$ cat src/design/emf_pkg.sv
// emf_pkg: types, register indexes and helper functions for the
// exponent/mantissa frame codec. No dependencies.
`default_nettype none

package emf_pkg;

   // field widths
   localparam int FRAME_W = 16;
   localparam int CODE_W  = 8;
   localparam int CFG_W   = 3;

   // operation codes
   localparam logic REQ_ENCODE = 1'b0;
   localparam logic REQ_DECODE = 1'b1;

   // register indexes
   localparam logic CSR_EXP_BITS  = 1'b0;
   localparam logic CSR_MANT_BITS = 1'b1;

   // register reset values
   localparam logic [CFG_W-1:0] EXP_BITS_RST  = 3'd2;
   localparam logic [CFG_W-1:0] MANT_BITS_RST = 3'd6;

   // effective field widths
   typedef struct packed {
      logic [CFG_W-1:0] exp_bits;
      logic [CFG_W-1:0] mant_bits;
   } cfg_type;

   // one result item
   typedef struct packed {
      logic [CODE_W-1:0]  code_out;
      logic [FRAME_W-1:0] frame_out;
      logic               saturated;
      logic               code_error;
   } rsp_type;

   // exponent width clamped to 1..4 and to 8 - mantissa width
   function automatic logic [CFG_W-1:0] eff_exp(input logic [CFG_W-1:0] raw,
                                                input logic [CFG_W-1:0] mant);
      logic [CFG_W-1:0] eb;
      eb = raw;
      if (eb < 3'd1) eb = 3'd1;
      if (eb > 3'd4) eb = 3'd4;
      if (({1'b0, eb} + {1'b0, mant}) > 4'd8) eb = 3'(4'd8 - {1'b0, mant});
      return eb;
   endfunction

   // largest legal code, 2^(eb+mb) - 1
   function automatic logic [CODE_W:0] max_code(input cfg_type cfg);
      logic [3:0] total;
      total = {1'b0, cfg.exp_bits} + {1'b0, cfg.mant_bits};
      return (9'd1 << total) - 9'd1;
   endfunction

   // base - 1, the mantissa field mask
   function automatic logic [CODE_W-1:0] mant_mask(input cfg_type cfg);
      return (8'd1 << cfg.mant_bits) - 8'd1;
   endfunction

endpackage

`default_nettype wire

$ cat src/design/emf_if.sv
// emf_req_if and emf_rsp_if: valid/ready channels of the codec.
// Depends on emf_pkg for field widths.
`default_nettype none

interface emf_req_if import emf_pkg::*; ();
   logic               valid;
   logic               ready;
   logic               req_type;
   logic [FRAME_W-1:0] frame_count;
   logic [CODE_W-1:0]  code_in;

   modport source (output valid, req_type, frame_count, code_in, input ready);
   modport sink   (input valid, req_type, frame_count, code_in, output ready);
endinterface

interface emf_rsp_if import emf_pkg::*; ();
   logic               valid;
   logic               ready;
   logic [CODE_W-1:0]  code_out;
   logic [FRAME_W-1:0] frame_out;
   logic               saturated;
   logic               code_error;

   modport source (output valid, code_out, frame_out, saturated, code_error,
                   input ready);
   modport sink   (input valid, code_out, frame_out, saturated, code_error,
                   output ready);
endinterface

`default_nettype wire

$ cat src/design/emf_encode.sv
// emf_encode: frame count to exponent/mantissa code, combinational.
// Depends on emf_pkg.
`default_nettype none

module emf_encode import emf_pkg::*; (
   input  cfg_type             cfg,
   input  logic [FRAME_W-1:0]  frame_count,
   output logic [CODE_W-1:0]   code,
   output logic                sat
);

   logic [FRAME_W:0]   base;
   logic [FRAME_W:0]   biased;
   logic [4:0]         msb;
   logic [4:0]         exp_val;
   logic [4:0]         max_exp;
   logic [FRAME_W:0]   shifted;
   logic [CODE_W-1:0]  mant;
   logic [CODE_W:0]    max_c;

   // biased count and leading-one position
   always_comb begin
      base   = 17'd1 << cfg.mant_bits;
      biased = {1'b0, frame_count} + base;
      msb    = 5'd0;
      for (int i = 0; i <= FRAME_W; i++) begin
         if (biased[i]) msb = 5'(i);
      end
   end

   // exponent, mantissa and saturation to the maximum code
   always_comb begin
      exp_val = msb - {2'b00, cfg.mant_bits};
      max_exp = (5'd1 << cfg.exp_bits) - 5'd1;
      max_c   = max_code(cfg);
      shifted = biased >> exp_val;
      mant    = shifted[CODE_W-1:0] & mant_mask(cfg);
      if (exp_val > max_exp) begin
         code = max_c[CODE_W-1:0];
         sat  = 1'b1;
      end else begin
         code = (8'(exp_val) << cfg.mant_bits) | mant;
         sat  = 1'b0;
      end
   end

endmodule

`default_nettype wire

$ cat src/design/emf_decode.sv
// emf_decode: exponent/mantissa code to frame count, combinational.
// Depends on emf_pkg.
`default_nettype none

module emf_decode import emf_pkg::*; (
   input  cfg_type             cfg,
   input  logic [CODE_W-1:0]   code_in,
   output logic [FRAME_W-1:0]  frame,
   output logic                sat,
   output logic                err
);

   logic [CODE_W:0]    max_c;
   logic [CODE_W-1:0]  mant;
   logic [CODE_W-1:0]  exp_wide;
   logic [3:0]         exp_val;
   logic [CODE_W:0]    base;
   logic [CODE_W:0]    sig;
   logic [23:0]        value;

   // split the code and rebuild the count
   always_comb begin
      max_c    = max_code(cfg);
      base     = 9'd1 << cfg.mant_bits;
      mant     = code_in & mant_mask(cfg);
      exp_wide = code_in >> cfg.mant_bits;
      exp_val  = exp_wide[3:0];
      sig      = base + {1'b0, mant};
      value    = (24'(sig) << exp_val) - 24'(base);
   end

   // range checks
   always_comb begin
      frame = '0;
      sat   = 1'b0;
      err   = 1'b0;
      if ({1'b0, code_in} > max_c) begin
         err = 1'b1;
      end else if (value > 24'd65535) begin
         frame = 16'hffff;
         sat   = 1'b1;
      end else begin
         frame = value[FRAME_W-1:0];
      end
   end

endmodule

`default_nettype wire

$ cat src/design/exponent_mantissa_frame_codec.sv
// Exponent/mantissa frame codec: a request passes the input register, then the
// result register, before the earliest result transfer. Throughput one item per
// cycle while the result is not stalled; the encode leading-one detect and decode
// shift sit between the two registers. A stalled result holds the result
// register while the input register still takes one more item. Synchronous
// active-high reset clears both valid flags and loads the width registers with 2 and 6.
`default_nettype none

module exponent_mantissa_frame_codec import emf_pkg::*; (
   input  logic              clock,
   input  logic              reset,
   input  logic              csr_we,
   input  logic              csr_index,
   input  logic [CFG_W-1:0]  csr_wdata,
   emf_req_if.sink           req_bus,
   emf_rsp_if.source         rsp_bus
);

   logic [CFG_W-1:0]   exp_raw_ff, exp_raw_in;
   logic [CFG_W-1:0]   mant_ff, mant_in;
   cfg_type            cfg;

   logic               s1_valid_ff, s1_valid_in;
   logic               s1_type_ff, s1_type_in;
   logic [FRAME_W-1:0] s1_frame_ff, s1_frame_in;
   logic [CODE_W-1:0]  s1_code_ff, s1_code_in;

   logic               out_valid_ff, out_valid_in;
   rsp_type            out_ff, out_in;

   logic               advance;
   logic               req_xfer;
   logic [CODE_W-1:0]  enc_code;
   logic               enc_sat;
   logic [FRAME_W-1:0] dec_frame;
   logic               dec_sat;
   logic               dec_err;

   // width registers
   always_comb begin
      exp_raw_in = exp_raw_ff;
      mant_in    = mant_ff;
      if (csr_we) begin
         case (csr_index)
            CSR_EXP_BITS:  exp_raw_in = csr_wdata;
            CSR_MANT_BITS: mant_in    = csr_wdata;
            default:       exp_raw_in = exp_raw_ff;
         endcase
      end
   end

   always_ff @(posedge clock) begin
      if (reset) begin
         exp_raw_ff <= EXP_BITS_RST;
         mant_ff    <= MANT_BITS_RST;
      end else begin
         exp_raw_ff <= exp_raw_in;
         mant_ff    <= mant_in;
      end
   end

   assign cfg.mant_bits = mant_ff;
   assign cfg.exp_bits  = eff_exp(exp_raw_ff, mant_ff);

   // handshake
   assign advance       = !out_valid_ff || rsp_bus.ready;
   assign req_bus.ready = !s1_valid_ff || advance;
   assign req_xfer      = req_bus.valid && req_bus.ready;

   // input register
   always_comb begin
      s1_valid_in = s1_valid_ff;
      s1_type_in  = s1_type_ff;
      s1_frame_in = s1_frame_ff;
      s1_code_in  = s1_code_ff;
      if (req_xfer) begin
         s1_valid_in = 1'b1;
         s1_type_in  = req_bus.req_type;
         s1_frame_in = req_bus.frame_count;
         s1_code_in  = req_bus.code_in;
      end else if (advance) begin
         s1_valid_in = 1'b0;
      end
   end

   always_ff @(posedge clock) begin
      if (reset) begin
         s1_valid_ff <= 1'b0;
      end else begin
         s1_valid_ff <= s1_valid_in;
      end
      s1_type_ff  <= s1_type_in;
      s1_frame_ff <= s1_frame_in;
      s1_code_ff  <= s1_code_in;
   end

   // codec datapaths
   emf_encode u_encode (
      .cfg         (cfg),
      .frame_count (s1_frame_ff),
      .code        (enc_code),
      .sat         (enc_sat)
   );

   emf_decode u_decode (
      .cfg     (cfg),
      .code_in (s1_code_ff),
      .frame   (dec_frame),
      .sat     (dec_sat),
      .err     (dec_err)
   );

   // result register
   always_comb begin
      out_valid_in = out_valid_ff;
      out_in       = out_ff;
      if (advance) begin
         out_valid_in = s1_valid_ff;
         if (s1_type_ff == REQ_DECODE) begin
            out_in.code_out   = '0;
            out_in.frame_out  = dec_frame;
            out_in.saturated  = dec_sat;
            out_in.code_error = dec_err;
         end else begin
            out_in.code_out   = enc_code;
            out_in.frame_out  = '0;
            out_in.saturated  = enc_sat;
            out_in.code_error = 1'b0;
         end
      end
   end

   always_ff @(posedge clock) begin
      if (reset) begin
         out_valid_ff <= 1'b0;
      end else begin
         out_valid_ff <= out_valid_in;
      end
      out_ff <= out_in;
   end

   assign rsp_bus.valid      = out_valid_ff;
   assign rsp_bus.code_out   = out_ff.code_out;
   assign rsp_bus.frame_out  = out_ff.frame_out;
   assign rsp_bus.saturated  = out_ff.saturated;
   assign rsp_bus.code_error = out_ff.code_error;

endmodule

`default_nettype wire

$ cat src/flat_wrapper.sv
// flat-port wrapper written by rule: the top's interface ports become plain ports
module exponent_mantissa_frame_codec_flat import emf_pkg::*;
  (clock, reset, csr_we, csr_index, csr_wdata, req_bus_valid, req_bus_req_type, req_bus_frame_count, req_bus_code_in, req_bus_ready, rsp_bus_valid, rsp_bus_code_out, rsp_bus_frame_out, rsp_bus_saturated, rsp_bus_code_error, rsp_bus_ready);
  emf_req_if req_bus_i ();
  emf_rsp_if rsp_bus_i ();
  input  logic clock;
  input  logic reset;
  input  logic csr_we;
  input  logic csr_index;
  input  logic [CFG_W-1:0] csr_wdata;
  input wire logic [$bits(req_bus_i.valid)-1:0] req_bus_valid;
  input wire logic [$bits(req_bus_i.req_type)-1:0] req_bus_req_type;
  input wire logic [$bits(req_bus_i.frame_count)-1:0] req_bus_frame_count;
  input wire logic [$bits(req_bus_i.code_in)-1:0] req_bus_code_in;
  output wire logic [$bits(req_bus_i.ready)-1:0] req_bus_ready;
  output wire logic [$bits(rsp_bus_i.valid)-1:0] rsp_bus_valid;
  output wire logic [$bits(rsp_bus_i.code_out)-1:0] rsp_bus_code_out;
  output wire logic [$bits(rsp_bus_i.frame_out)-1:0] rsp_bus_frame_out;
  output wire logic [$bits(rsp_bus_i.saturated)-1:0] rsp_bus_saturated;
  output wire logic [$bits(rsp_bus_i.code_error)-1:0] rsp_bus_code_error;
  input wire logic [$bits(rsp_bus_i.ready)-1:0] rsp_bus_ready;
  assign req_bus_i.valid = req_bus_valid;
  assign req_bus_i.req_type = req_bus_req_type;
  assign req_bus_i.frame_count = req_bus_frame_count;
  assign req_bus_i.code_in = req_bus_code_in;
  assign req_bus_ready = req_bus_i.ready;
  assign rsp_bus_valid = rsp_bus_i.valid;
  assign rsp_bus_code_out = rsp_bus_i.code_out;
  assign rsp_bus_frame_out = rsp_bus_i.frame_out;
  assign rsp_bus_saturated = rsp_bus_i.saturated;
  assign rsp_bus_code_error = rsp_bus_i.code_error;
  assign rsp_bus_i.ready = rsp_bus_ready;
  exponent_mantissa_frame_codec u_core (.clock(clock), .reset(reset), .csr_we(csr_we), .csr_index(csr_index), .csr_wdata(csr_wdata), .req_bus(req_bus_i), .rsp_bus(rsp_bus_i));
endmodule
$ cat config.mk
export PLATFORM = sky130hd
export DESIGN_NAME = exponent_mantissa_frame_codec_flat
export DESIGN_NICKNAME = d
export VERILOG_FILES = /design/src/design/emf_pkg.sv /design/src/design/emf_if.sv /design/src/design/emf_encode.sv /design/src/design/emf_decode.sv /design/src/design/exponent_mantissa_frame_codec.sv /design/src/flat_wrapper.sv
export SDC_FILE = /design/constraint.sdc
export NUM_CORES = 1
export LEC_CHECK = 0
export BUFFER_PORTS_ARGS = -buffer_cell sky130_fd_sc_hd__buf_2
export CAP_MARGIN = 20
export CORE_MARGIN = 5
export CORE_UTILIZATION = 40
export CTS_CLUSTER_SIZE = 25
export DETAILED_ROUTE_END_ITERATION = 10
export PLACE_DENSITY = 0.68
export SYNTH_ARGS = -nofsm -noshare
export SYNTH_HDL_FRONTEND = slang
export SYNTH_SLANG_ARGS = --single-unit
$ cat constraint.sdc
create_clock -name clock -period 9.5 [get_ports clock]
set_input_delay 1.9 -clock clock [delete_from_list [all_inputs] [get_ports clock]]
set_output_delay 1.9 -clock clock [all_outputs]
set_load 0.005 [all_outputs]
* Yosys cells after proc, flatten, opt, wreduce, memory -nomap -nowiden
Index checks and enable logic that the tools add are counted.
** Word-level totals
- Bits of input ports :: 34
- Register bits :: 59
- Word-level logic and storage cells :: 78
- Output and inout bits :: 28
** Cells by class
- Multiplexer cells :: 28
- $lt $le $gt $ge :: 6
- Shift operators :: 9
- $add $sub $neg :: 10
- Reduce and logical (&&, ||, !) cells :: 9
- Bitwise logic cells :: 5
** Operator list (count)
- $mux 5 :: 15
- $gt 24x16->1 const B :: 1
- $shl 9x4->24 :: 1
- $sub 24x9->24 :: 1
- $add 16x17->17 :: 1
- $shl 1x3->17 const A :: 1
- $shr 17x5->8 :: 1
- $and 8x8->8 :: 2
- $mux 16 :: 1
- $add 9x8->9 :: 1
- $gt 8x9->1 :: 1
- $mux 3 :: 3
- $shl 1x3->9 const A :: 1
- $shl 1x4->9 const A :: 1
- $sub 9x1->9 const B :: 1
- $add 3x3->4 :: 2
- $mux 8 :: 1
- $or 8x8->8 :: 1
- $shl 1x3->8 const A :: 1
- $shl 5x3->8 :: 1
- $shr 8x3->4 :: 1
- $sub 8x1->8 const B :: 1
- $mux 1 :: 7
- $gt 5x5->1 :: 1
- other kinds (15) :: 19

* Longest topological paths before layout
- Depth after elaboration :: 23
- Mapped depth :: 35
- Gate-level depth less buffers :: 31

* Hierarchy
A second synthesis with hierarchy kept.
** Unflattened totals
- Cells, all modules :: 903
- Area, all modules :: 7566.0 µm²
** By module, submodules not included
- emf_decode :: cells each 391, instances 1, sequential area each 0.0 µm², area each 2772.7 µm²
- emf_encode :: cells each 380, instances 1, sequential area each 0.0 µm², area each 2600.0 µm²
- exponent_mantissa_frame_codec :: cells each 132, instances 1, sequential area each 1691.6 µm², area each 2193.4 µm²

* Worst setup path before layout
Ideal clock, no wire load.
- Kind :: register to register
- Start :: register u_core.mant_ff[1]
- End :: register u_core.out_ff, in the netlist u_core.rsp_bus.code_out[5], data pin
- Library setup time :: 0.277 ns
- Data arrival time :: 7.306 ns
- Stages on the path, launching flop included :: 35
- Path slack :: 1.917 ns
- Required time :: 9.223 ns
- Buffers on the path :: 4
- Period minus slack after synthesis :: 7.583 ns
- Cell sequence :: dfxtp_1 -> buf_2 -> inv_1 -> ha_1 -> buf_4 -> and2b_1 -> inv_2 -> xnor2_1 -> ha_1 -> a21oi_1 -> a2111oi_2 -> o22ai_1 -> xnor2_1 -> o211ai_1 -> a311oi_1 -> nor3b_1 -> or2_2 -> nand2_1 -> nand2_1 -> a32oi_1 -> ha_1 -> a21o_1 -> a21oi_1 -> xor2_4 -> inv_2 -> clkbuf_1 -> ha_1 -> o21a_1 -> o21ai_0 -> inv_1 -> o22ai_1 -> clkbuf_1 -> o221ai_1 -> nor4_1 -> a221oi_1
** Between the ends
- Cells in the longest elaborated chain, start to end :: 23
- Elaborated cells between the ends (all ways) :: 36
- Those cells by class :: add/sub: 8; order compare: 2; shift: 6; mux: 18; bitwise: 2
** Ends and longest elaborated chain
- start: declaration :: RTL line exponent_mantissa_frame_codec.sv:20 : logic [CFG_W-1:0] mant_ff, mant_in;
- start signal: assignment :: RTL line exponent_mantissa_frame_codec.sv:58 : mant_ff <= mant_in;
- $shl 1x3->17 :: RTL line emf_encode.sv:23 : base = 17'd1 << cfg.mant_bits;
- $add 16x17->17 :: RTL line emf_encode.sv:24 : biased = {1'b0, frame_count} + base;
- $mux 1 :: RTL line emf_encode.sv:27 : if (biased[i]) msb = 5'(i);
- $mux 5 (15 in series) :: RTL line emf_encode.sv:27
- $sub 5x3->5 :: RTL line emf_encode.sv:33 : exp_val = msb - {2'b00, cfg.mant_bits};
- $shr 17x5->8 :: RTL line emf_encode.sv:36 : shifted = biased >> exp_val;
- $and 8x8->8 :: RTL line emf_encode.sv:37 : mant = shifted[CODE_W-1:0] & mant_mask(cfg);
- $or 8x8->8 :: RTL line emf_encode.sv:42 : code = (8'(exp_val) << cfg.mant_bits) | mant;
- $mux 8 * :: RTL line emf_encode.sv:38 : if (exp_val > max_exp) begin
- end signal: assignment :: RTL line exponent_mantissa_frame_codec.sv:139 : out_ff <= out_in;
- end: declaration :: RTL line exponent_mantissa_frame_codec.sv:29 : rsp_type out_ff, out_in;
Every way passes the cells marked *; elsewhere a longest branch is shown, timed or not.
A chain may end at the register's enable or synchronous reset.

* Worst setup path in the final report
- Start :: register u_core.mant_ff[1]
- End :: register u_core.out_ff, in the netlist u_core.rsp_bus.code_out[4], data pin
Same word-level chain as after synthesis.

==> reports/metrics.yaml <==
status:
  status: "complete, no violations"
sta:
  maxSlewViolCount: 0
  finalHoldViolCount: 0
  hold_slack_ps: 498.5
  worst_pin_slew_ps: 969.7
  grt_setup_unrepaired: "no"
  fin_skew_ps: 6.681
  setup_viol_count_final: 0
  finalCriticalPeriod_ps: 8472
  slew_headroom_pct: 35.29
  setup_tns_ps: 0
  post-route-period-util_pct: 89.18
  max_freq_mhz: 118.0
grt:
  grt_max_degree: 38
  grt_pass1_wl_mm: 34.94
  grt_usage_pct: 19.59
  grt_pass1_vias: 6508
  antenna_found_initial: 1
  overflow: 0
route:
  dr.pass1.iters: 6
  vias: 7397
  ant_nets: 0
  wl_per_cell_microns: 18.20
  drt-vias-per-instance: 6.159
  drc: 0
  drtIter0Drc: 995
  drt-total-wl_mm: 21.86
placement:
  place_area_sq_um: 7929
  port_buffers: 61
  post-place-cells: 1185
  gp_congestion: 0.9891
  place_hpwl_mm: 16.58
power_and_ir_drop:
  max-vdd-ir-drop_v: 0.0001000
  power_density_nw_per_um2: 186.3
  p_leak_nw: 3.276
die:
  start_util_pct: 40.38
  die_w_microns: 147.2
  core-area_sq_um: 18640
  rows: 50
  fp.dieH_microns: 147.2
  io_pins: 62
  die_area_sq_um: 21660
synthesis:
  synth_cell_types: 98
  yosysWarnings: 0
  syn_area_sq_um: 7528
  synth_top_area_cell: "edfxtp_1"
  ys_top_cells_by_count: "nor2_1, nand2_1, a21oi_1, edfxtp_1, ha_1"
  ys_ff_latch: 59
  synth_ff_type: "edfxtp_1"
  synthCells: 939
  synth_top_area_share_pct: 20.34
  avgSynthCellArea_sq_um: 8.018
  synth-edff-count: 51
  yosys-top-cells-area: "edfxtp_1, ha_1, nor2_1, a21oi_1, mux2i_1"
  synthArstFlopShare_pct: 0
  synth_fp_nets: 1022
  yosysMostFrequentCell: "nor2_1"
  seq_area_frac_synth_pct: 22.47
critical_path:
  r2r_slack_ps: 1030
  slowest_stage: "ha_1"
  critPathLaunchType: "flop"
  critPathMaxFanout: 21
  r2r_cells: 31
  path_common_cell: "ha_1"
  cp_slowest_stage_delay_ps: 800
  crit_type: "reg2reg"
  cp-end-kind: "flop"
  reg2reg_from: "u_core.mant_ff[1]"
  reg2reg_to: "u_core.rsp_bus.code_out[4]"
  required_ps: 9670
  arrival_ps: 8650
clocking:
  htreeDepth: 3
  cts.repair.resized: 0
  clk_latency_ps: 350
  cts_made_buffers: 9
  clock_sink_count: 59
  cts_tree: "yes"
  post_cts_buffers: 0
  cts_buffer_depth: 2
  postCtsHoldBufs: 0
  clock-root-buffer: "clkbuf_16"
  path_clk_slew_ps: 60
finish:
  fillers: 1849
  diodes: 0
  final_cells: 1201
  final_area_sq_um: 8247
  drive_gt1_share_pct: 14.99
  final_nets: 1045
  area_growth_pct: 9.540
flow_run:
  cap_violations: 0
worst_hold_path:
  hold_class: "reg2reg"
  hold_depth: 2
  hold_end: "u_core.exp_raw_ff[0]"
  min-delay-start: "u_core.exp_raw_ff[0]"
## cells by family after synthesis
| group | synth area share [%] |
|---|---|
| other | 0.04981 |
| multiplexers | 6.282 |
| adder cells (fa/ha/maj) | 8.675 |
| XOR/XNOR | 4.554 |
| AO/OA/AOI/OAI | 29.25 |
| buffers and inverters | 5.518 |
| flip-flops | 22.47 |
| AND/OR/NAND/NOR | 23.20 |
## cell usage in the layout, fill, tap and decap left out, drive strengths merged, types with 9 or more instances in the layout
cell    count
nor2      101
xor2       15
a21o       11
inv        37
clkbuf      9
nand2      71
buf        70
xnor2      22
a21oi      67
o21a       14
o211ai     15
mux2i      27
a211oi     12
mux2       10
or3        11
nor2b      15
o21ai      59
nor3       27
nand3      29
edfxtp     51
a31oi      17
and3       14
and2       15
ha         45
nand2b     14
o22ai      13
nand4      12
## cell type report
class / instances / area [sq um] / share of cell area (%)
clock buffers: 9 / 225.2 / 2.731
clock inverters: 7 / 92.59 / 1.123
inverters: 40 / 150.1 / 1.821
multi-input cells: 782 / 5421 / 65.74
flip-flops and latches: 59 / 1692 / 20.51
well taps: 234 / 292.8 / 3.550
repair buffers: 70 / 372.9 / 4.521
## through the flow
step | power (mW) | setup slack, ps | utilization (%)
after floorplan | 0.9674 | 1917 | -
after global placement | 1.161 | 1471 | 42.53
after detailed placement | 1.168 | 1164 | 42.53
after CTS | 1.533 | 1140 | 44.23
after global routing | 1.645 | 181.5 | 44.23
final | 1.537 | 1028 | 44.23
## registers in the layout, indices dropped and copies added, names as in the netlist
signal and flops:
u_core.s1_valid_ff 1, u_core.rsp_bus.valid 1, u_core.mant_ff 3, u_core.rsp_bus.saturated 1, u_core.rsp_bus.code_out 8, u_core.s1_type_ff 1, u_core.s1_code_ff 8, u_core.rsp_bus.code_error 1
u_core.s1_frame_ff 16, u_core.rsp_bus.frame_out 16, u_core.exp_raw_ff 3
## power by group
part	leakage (nW)	internal, mW	total [mW]	switching [mW]
sequential	0.605	0.355	0.381	0.0252
clock	0.147	0.229	0.361	0.133
combinational	2.52	0.320	0.795	0.475
total	3.28	0.904	1.54	0.633
## worst max-delay path: cells and delay by family, from the launching register on
| family | cells | cell delay (ps) |
|---|---|---|
| AND/OR/NAND/NOR | 5 | 680 |
| buffers and inverters | 4 | 720 |
| adder cells (fa/ha/maj) | 6 | 2380 |
| AO/OA/AOI/OAI | 14 | 3560 |
| flip-flops | 1 | 300 |
| XOR/XNOR | 2 | 630 |
## worst max-delay path by stage
stage	start	end	slack, ps	cells past startpoint
2_1_floorplan	u_core.mant_ff[1]	u_core.rsp_bus.code_out[5]	1920	34
3_3_place_gp	u_core.mant_ff[0]	u_core.rsp_bus.code_out[5]	1470	31
3_5_place_dp	u_core.mant_ff[1]	u_core.rsp_bus.code_out[4]	1160	31
4_1_cts	u_core.mant_ff[1]	u_core.rsp_bus.code_out[4]	1140	31
5_1_grt	u_core.mant_ff[1]	u_core.rsp_bus.code_out[4]	180	31
6_report	u_core.mant_ff[1]	u_core.rsp_bus.code_out[4]	1030	31
## per-layer routing
layer	up-vias	GRT usage, %	share of wire (%)
li1	3608	-	-
met1	3435	29.45	47
met2	315	28.53	42
met3	37	3.578	7.9
met4	2	5.592	2.1
met5	-	0	0.064
Note: power is estimated with default switching activity, not from simulation.
